--- src/rtl/segmented_square_cost_dp_unit_macros.svh ---
// ---------------------------------------------------------------------------
// Assertion macros for the segmented square cost unit
// ---------------------------------------------------------------------------
`ifndef SEGMENTED_SQUARE_COST_DP_UNIT_MACROS_SVH
`define SEGMENTED_SQUARE_COST_DP_UNIT_MACROS_SVH
`ifndef SYNTHESIS
`define SSC_ASSERT_IMP(lbl, clk, rst_n, ante, cons) \
    lbl: assert property (@(posedge clk) disable iff (!rst_n) (ante) |-> (cons)) \
        else $error("assertion failed");
`define SSC_ASSERT_NXT(lbl, clk, rst_n, ante, cons) \
    lbl: assert property (@(posedge clk) disable iff (!rst_n) (ante) |=> (cons)) \
        else $error("assertion failed");
`else
`define SSC_ASSERT_IMP(lbl, clk, rst_n, ante, cons)
`define SSC_ASSERT_NXT(lbl, clk, rst_n, ante, cons)
`endif
`endif

--- src/rtl/sscdp_pkg.sv ---
`timescale 1ns / 1ps
// ---------------------------------------------------------------------------
// Segmented square cost package
// Shared widths, states and the controller/datapath command struct.
// ---------------------------------------------------------------------------
package sscdp_pkg;
    localparam int MaxItems = 1023;
    localparam int HullDepth = MaxItems + 1;
    localparam int PtrW = $clog2(HullDepth);
    localparam int BackW = $clog2(HullDepth + 1);
    localparam int CntW = $clog2(MaxItems + 1);
    localparam int SumW = 20;
    localparam int ValW = 42;
    localparam int CostW = 41;
    localparam int ProdW = 64;
    localparam logic [1:0] RegCharge = 2'd0;

    typedef enum logic [3:0] {
        ST_IDLE, ST_FRD, ST_FWAIT, ST_FCMP, ST_BEST, ST_BRD, ST_BWAIT,
        ST_BMUL, ST_BCMP, ST_PUSH, ST_OUT
    } state_t;

    typedef struct packed {
        logic take;      // latch input word, start item
        logic skip;      // item beyond limit: repeat last answer
        logic frd;       // read front pair
        logic fcmp;      // evaluate front test
        logic best;      // compute answer from front point
        logic brd;       // read back pair
        logic bmul;      // cross products
        logic bcmp;      // evaluate back test
        logic push;      // push new point
        logic done;      // present result, restart if last
    } cmd_t;

    typedef struct packed {
        logic two_plus;  // deque holds at least two points
        logic fpop;      // front test says drop
        logic bpop;      // back test says drop
        logic full;      // item limit reached
        logic out_busy;  // output register holds an untaken word
    } sts_t;
endpackage

--- src/rtl/sscdp_ctrl.sv ---
`timescale 1ns / 1ps
// ---------------------------------------------------------------------------
// Segmented square cost controller
// Sequences front pops, answer, back pops and push for each word within the item limit.
// ---------------------------------------------------------------------------
module sscdp_ctrl
    import sscdp_pkg::*;
(
    input  logic aclk,
    input  logic aresetn,
    input  logic in_valid,
    output logic in_ready,
    input  sts_t sts,
    output cmd_t cmd
);
    state_t state_reg, state_next;

    // hold state
    always_ff @(posedge aclk) begin
        if (!aresetn) state_reg <= ST_IDLE;
        else state_reg <= state_next;
    end

    // next state
    always_comb begin
        state_next = state_reg;
        case (state_reg)
            ST_IDLE:  if (in_valid) state_next = sts.full ? ST_OUT : ST_FRD;
            ST_FRD:   state_next = sts.two_plus ? ST_FWAIT : ST_BEST;
            ST_FWAIT: state_next = ST_FCMP;
            ST_FCMP:  state_next = sts.fpop ? ST_FRD : ST_BEST;
            ST_BEST:  state_next = ST_BRD;
            ST_BRD:   state_next = sts.two_plus ? ST_BWAIT : ST_PUSH;
            ST_BWAIT: state_next = ST_BMUL;
            ST_BMUL:  state_next = ST_BCMP;
            ST_BCMP:  state_next = sts.bpop ? ST_BRD : ST_PUSH;
            ST_PUSH:  state_next = ST_OUT;
            ST_OUT:   if (!sts.out_busy) state_next = ST_IDLE;
            default:  state_next = ST_IDLE;
        endcase
    end

    // outputs
    always_comb begin
        cmd = '0;
        in_ready = 1'b0;
        case (state_reg)
            ST_IDLE: begin
                in_ready = 1'b1;
                cmd.take = in_valid;
                cmd.skip = in_valid & sts.full;
            end
            ST_FRD:  cmd.frd = 1'b1;
            ST_FCMP: cmd.fcmp = 1'b1;
            ST_BEST: cmd.best = 1'b1;
            ST_BRD:  cmd.brd = 1'b1;
            ST_BMUL: cmd.bmul = 1'b1;
            ST_BCMP: cmd.bcmp = 1'b1;
            ST_PUSH: cmd.push = 1'b1;
            ST_OUT:  cmd.done = !sts.out_busy;
            default: ;
        endcase
    end
endmodule

--- config.mk ---
export PLATFORM = sky130hd
export DESIGN_NAME = sscdp_ctrl
export DESIGN_NICKNAME = d
export VERILOG_FILES = /design/src/rtl/segmented_square_cost_dp_unit_macros.svh /design/src/rtl/sscdp_pkg.sv /design/src/rtl/sscdp_ctrl.sv
export SDC_FILE = /design/constraint.sdc
export NUM_CORES = 1
export LEC_CHECK = 0
export BUFFER_PORTS_ARGS = -buffer_cell sky130_fd_sc_hd__buf_4
export CAP_MARGIN = 10
export CORE_AREA = 2 2 39 41
export CTS_CLUSTER_SIZE = 8
export DETAILED_ROUTE_END_ITERATION = 10
export DIE_AREA = 0 0 41 43
export GPL_TIMING_DRIVEN = 0
export HOLD_SLACK_MARGIN = 0.02
export SYNTH_ARGS = -nofsm -noshare
export SYNTH_HDL_FRONTEND = slang
export SYNTH_SLANG_ARGS = --single-unit
--- constraint.sdc ---
create_clock -name aclk -period 2.1 [get_ports aclk]
set_clock_uncertainty 0.2 [all_clocks]
set_input_delay 0.315 -clock aclk [delete_from_list [all_inputs] [get_ports aclk]]
set_output_delay 0.315 -clock aclk [all_outputs]
set_load 0.1 [all_outputs]
### Word level (Yosys, flattened, before mapping)

Index checks and enable logic that the tools add are counted.

* register bits: 4

* bitwise operators: 1
* muxes and demuxes: 18
* equality and inequality tests: 12
* reduce and logical (&&, ||, !) cells: 3

Operators with widths (count)
* $pmux 4 s11: 1
* $mux 4: 5
* $eq 4x3->1 const B: 4
* $eq 4x4->1 const B: 3
* $mux 1: 9
* $eq 4x2->1 const B: 2
* $mux 3: 2
* $eq 4x1->1 const B: 1
* $logic_not 4->1: 1
* $ne 2x2->1 const B: 2
* $mux 2: 1
* $reduce_and 2->1: 1
* $and 1x1->1: 1
* $logic_not 1->1: 1

### Logic depth before layout (Yosys ltp)

Gate-level depths: netlist of the first run.

* depth in word-level cells: 3
* depth in mapped cells: 5
* depth with buffers taken out: 4

### Least setup slack after synthesis of the first run

No wires, ideal clock.

* path kind: register to output
* start point: reg state_reg[3]
* end point: out cmd[5] (netlist name)
* required time: 1.585 ns
* cell stages (with the launch flop): 4
* arrival time: 3.722 ns
* path slack: -2.137 ns
* cell sequence: dfxtp_1 > buf_2 > buf_2 > nor4b_1

RTL lines
* from (decl): RTL line sscdp_ctrl.sv:16 `state_t state_reg, state_next;`
* from (signal assigned): RTL line sscdp_ctrl.sv:21 `else state_reg <= state_next;`
* to (decl): RTL line sscdp_ctrl.sv:14 `output cmd_t cmd`

==> key figures, run 1 <==
STA
  • Final Hold Fails: 0
  • Tcrit/Tclk final: 0.943
  • Fmax: 505 MHz
  • Slew HR: 0.766
  • Minimum clock period: 1980 ps
  • Least-Margin Pin Slew: 350 ps
  • RSZ-0062 raised after global routing: true
  • Pins Over Slew Limit: 0
  • Final Setup Violations: 0
  • Final TNS setup: 0 ps

Synthesis
  • Synth warnings: 0
  • Mean Syn Cell Area: 7.07 um2
  • Post-synth top area share: 0.206
  • Post-synthesis cell count: 55
  • Cells taking the most area after synthesis: dfxtp_1 (21%), nor2_1 (7.7%), buf_2 (5.1%), o21ai_1 (5.1%), nand2_1 (3.9%)
  • Synthesized area: 389 um2
  • Synthesis-stage register bit count: 4
  • Netlist cell types: 28
  • Seq/Total Area, Yosys: 0.206
  • Post-Syn Nets: 63
  • Leading area contributor after synthesis: dfxtp_1

Finish
  • Max reg flops: 4
  • Area of the multi-input gates: 339 um2
  • Layout cell share with drive strength beyond 1: 0.500
  • Ant diodes: 0
  • Register area: 81.3 um2
  • Fillers: 146
  • Final nets: 86
  • Fin cells: 92
  • Final Util: 0.468
  • Final instance area: 648 um2
  • Area growth from synthesis to final layout: 66.6%

Clock network
  • H-Tree Depth: 1
  • Reg clk slew, reported paths: 40 ps
  • CTS tree: built
  • Total CTS buffers: 3
  • CTS max path bufs: 2
  • Hold buffer count at cts: 0
  • Latest clock arrival within the worst-skew pair: 240 ps
  • TritonCTS sink count: 4
  • Root Driver: clkbuf_4

Route
  • Number of vias per cell: 5.04
  • DRT Pass-1 Iters: 4
  • DRC Markers: 0
  • DRT Wirelength: 1040 um
  • 1st-iter DRT viols: 3
  • WL/cell: 11.3 um
  • Routed Antenna Nets: 0
  • Via count: 464

GRT
  • GRT Util Overall: 0.150
  • Antenna violations before repair: 0
  • Remaining Overflow, GRT: 0
  • First-pass GRT wire length: 1810 um
  • Vias in the first global route: 424
  • Largest net degree at the start of global routing: 11

Setup path
  • Reg2Reg Depth: 4
  • CP Max Fanout: 10
  • CP Launch Type: flop
  • FF-to-FF setup slack: 520 ps
  • Critical path class: reg -> out
  • Worst Setup End Kind: primary output
  • WP data arrival: 1470 ps
  • Worst EP required: 1580 ps

Die
  • Die span in y: 43 um
  • Die X: 41 um
  • I/O pins: 19
  • Effective utilization at floorplan: 0.281
  • Core Region: 0.00138 mm2
  • DIE AREA: 0.00176 mm2
  • Row count: 14

Status
  • Status: finished clean

Worst hold path
  • Worst hold path depth: 2
  • Hold Crit Class: in -> reg

Place
  • Gp weighted congestion: 0.743
  • DP Area: 614 um2
  • Detail Placement HPWL: 834 um
  • Port buffer count: 18
  • Placed Instances: 89

Job
  • Max-cap violations: 0
-- cells in the mapped netlist --
cell type and n:
nand3_1 2, a21boi_1 1, inv_1 1, nand2b_4 1, dfxtp_1 4, and2_1 2
mux2i_1 1, buf_2 4, o21a_1 2, nor2_1 8, nor3_1 2, o31a_1 1
nor4b_1 1, nand2b_1 1, nor4_2 1, o21ai_1 4, and3_1 1, a21oi_1 1
or2_2 1, or3_1 2, nand2_1 4, nor3b_1 2, or3b_1 1, a2bb2oi_1 1
o311a_1 1, o32a_1 1, o21ai_0 2, nor2b_1 2
-- cell usage in the layout (no fill, tap or decap), types with 3 or more instances in the layout --
cell type,instances
dfxtp_1,3
buf_6,3
clkbuf_4,3
o21ai_1,4
nor2_1,5
nand2_1,4
buf_4,17
nor2_2,3
-- routing by layer --
metal | wire length (um) | global-route usage | vias to the layer above | share of wire
met1 | 447 | 0.196 | 205 | 0.43
met2 | 489 | 0.213 | 18 | 0.47
met4 | 20 | 0.100 | 0 | 0.019
met5 | 0 | 0 | - | 0
met3 | 85 | 0.0314 | 2 | 0.081
li1 | - | - | 239 | -
-- cell type report --
| class | instances | share of cell area |
|---|---|---|
| Multi-Input combinational cell | 46 | 0.523 |
| Buffer | 4 | 0.0541 |
| Tap cell | 16 | 0.0309 |
| Timing Repair Buffer | 18 | 0.226 |
| Clock buffer | 3 | 0.0347 |
| Sequential cell | 4 | 0.125 |
| Inverter | 1 | 0.00579 |
-- per-stage QoR --
| stage | hold WS [ps] | setup WS, ps |
|---|---|---|
| detailed placement | 348 | 292 |
| finish | 107 | 119 |
| global route | 114 | -4.65 |
| floorplan | 233 | -617 |
| CTS | 102 | 30.7 |
| global placement | 349 | 296 |
-- worst max-delay path, stage by stage (launching register included) --
cell and delay, ps:
dfxtp_1 350, buf_4 200, nor4_4 250, and3_4 230
buf_8 190
-- kinds of logic (layout without fill, tap and decap cells) --
logic type | count (synthesis) | in the layout | share of synthesized area
AO/OA/AOI/OAI | 14 | 14 | 0.244
multiplexers | 1 | 1 | 0.0257
buffers and inverters | 5 | 26 | 0.0611
AND/OR/NAND/NOR | 31 | 31 | 0.463
flip-flops | 4 | 4 | 0.206
-- worst paths after layout --
check / from / endpoint
setup / recovery: state_reg[1] / cmd[8]
hold / removal: aresetn / state_reg[2]
setup reg to reg: state_reg[2] / state_reg[3]
hold reg to reg: state_reg[2] / state_reg[0]
-- repair_timing --
action / in CTS / in global routing
gates resized for setup: 0 / 3
endpoints found under the setup margin: 0 / 2
buffers inserted: 0 / 0
Power of run 1 is left out: the tool's default activity adds up to more than one toggle a clock period on the data nets, which glitch-free logic cannot reach.
==> inputs of run 2 (changes only) <==
--- a/config.mk
+++ b/config.mk
@@ -6,13 +6,13 @@
 export NUM_CORES = 1
 export LEC_CHECK = 0
 export BUFFER_PORTS_ARGS = -buffer_cell sky130_fd_sc_hd__buf_4
-export CAP_MARGIN = 10
 export CORE_AREA = 2 2 39 41
 export CTS_CLUSTER_SIZE = 8
 export DETAILED_ROUTE_END_ITERATION = 10
 export DIE_AREA = 0 0 41 43
 export GPL_TIMING_DRIVEN = 0
 export HOLD_SLACK_MARGIN = 0.02
+export SETUP_SLACK_MARGIN = 0.15
 export SYNTH_ARGS = -nofsm -noshare
 export SYNTH_HDL_FRONTEND = slang
 export SYNTH_SLANG_ARGS = --single-unit
==> key figures, run 2 (same netlist as run 1, synthesis figures left out) <==
Status
  • Status: finished clean

Route
  • DRT Wirelength: 1130 um
  • WL/cell: 11.4 um
  • Number of vias per cell: 5.09
  • DRT Pass-1 Iters: 4
  • Via count: 504
  • DRC Markers: 0
  • Routed Antenna Nets: 0
  • 1st-iter DRT viols: 7

Finish
  • Max reg flops: 4
  • Commonest non-fill, non-tap cells in the layout: buf_4 (21), nor2_1 (5), buf_6 (4), nand2_1 (4), o21ai_1 (4)
  • Final Util: 0.541
  • Commonest non-fill, non-tap cell in the layout: buf_4
  • Area growth from synthesis to final layout: 92.3%
  • Ant diodes: 0
  • Final nets: 93
  • Fillers: 137
  • Layout cell share with drive strength beyond 1: 0.554

Clock network
  • CTS tree: built
  • TritonCTS sink count: 4
  • Latest clock arrival within the worst-skew pair: 230 ps
  • Reg clk slew, reported paths: 40 ps
  • Root Driver: clkbuf_4
  • CTS max path bufs: 2
  • Total CTS buffers: 3
  • Hold buffer count at cts: 0
  • H-Tree Depth: 1

Setup path
  • Worst EP required: 1580 ps
  • Critical Path Slowest Stage Cell: dfxtp_1
  • WP data arrival: 1430 ps
  • CP Cell Sequence: buf_6 -> buf_8 -> nor4_4 -> and3_4 -> buf_12
  • Critical path class: reg -> out
  • RR Startpoint: state_reg[0]
  • Worst Setup SP: state_reg[3]
  • CP peak stage delay: 300 ps
  • CP Max Fanout: 4
  • CP Launch Type: flop
  • Worst Setup End Kind: primary output
  • Delay-heaviest family, CP: simple AND/OR/NAND/NOR gates
  • Bufs and invs on worst path: 3

STA
  • Minimum clock period: 1940 ps
  • Fin Hold WS: 112 ps
  • Least-Margin Pin Slew: 256 ps
  • RSZ-0062 raised after global routing: true
  • Pins Over Slew Limit: 0
  • Fmax: 515 MHz
  • Final Hold Fails: 0
  • Final setup margin: 159 ps
  • Final Setup Violations: 0
  • Tcrit/Tclk final: 0.924
  • Slew HR: 0.828

Worst hold path
  • Hold Crit Class: in -> reg
  • Min-delay src: aresetn

GRT
  • Remaining Overflow, GRT: 0
  • Largest net degree at the start of global routing: 11
  • Antenna violations before repair: 0
  • Vias in the first global route: 498
  • GRT Util Overall: 0.151
  • First-pass GRT wire length: 1840 um

Die
  • Row count: 14
  • I/O pins: 19
  • DIE AREA: 0.00176 mm2
  • Effective utilization at floorplan: 0.281
  • Die X: 41 um
  • Die span in y: 43 um
  • Core Region: 0.00138 mm2

Place
  • Port buffer count: 18
  • Dpl ws: 279 ps
  • Gp weighted congestion: 0.809
  • Detail Placement HPWL: 813 um

Job
  • Max-cap violations: 0
## run 2: cell types whose count changed in the layout (fill, tap and decap cells not counted), sizes merged
cell / before / now
buf: 22 / 29
## run 2: worst paths after layout
path | end | slack, ps | cells past startpoint
setup / recovery | cmd[8] | 160 | 5
hold / removal | state_reg[2] | 110 | 2
setup reg to reg | state_reg[1] | 590 | 5
hold reg to reg | state_reg[0] | 440 | 2
## run 2: area by class of cell
| class | count | area [um2] | share of cell area |
|---|---|---|---|
| multi-input cells | 46 | 344 | 0.460 |
| repair buffers | 25 | 224 | 0.299 |
| flip-flops and latches | 4 | 85.1 | 0.114 |
| plain buffers | 4 | 48.8 | 0.0652 |
| clock buffers | 3 | 22.5 | 0.0301 |
| well taps | 16 | 20.0 | 0.0268 |
| inverters | 1 | 3.75 | 0.00502 |
## run 2: metrics by stage
step	TNS [ps]	cell area [um2]	instances
floorplan	-2210	464	55
global placement	0	619	89
detailed placement	0	619	89
CTS	0	727	99
global route	0	748	99
finish	0	748	99
## run 2: repair_timing
action,CTS,global route
endpoints found under the setup margin,2,6
resized for setup,9,6
setup buffers,7,0
pin swaps,2,1
## run 2: metal layers
layer  up-vias  share of wire  track usage
met5         -              0            0
met3         0          0.056       0.0209
met2        19           0.55        0.253
li1        254              -            -
met1       231           0.39        0.163
met4         0              0        0.100
Power of run 2 is left out for the same reason.
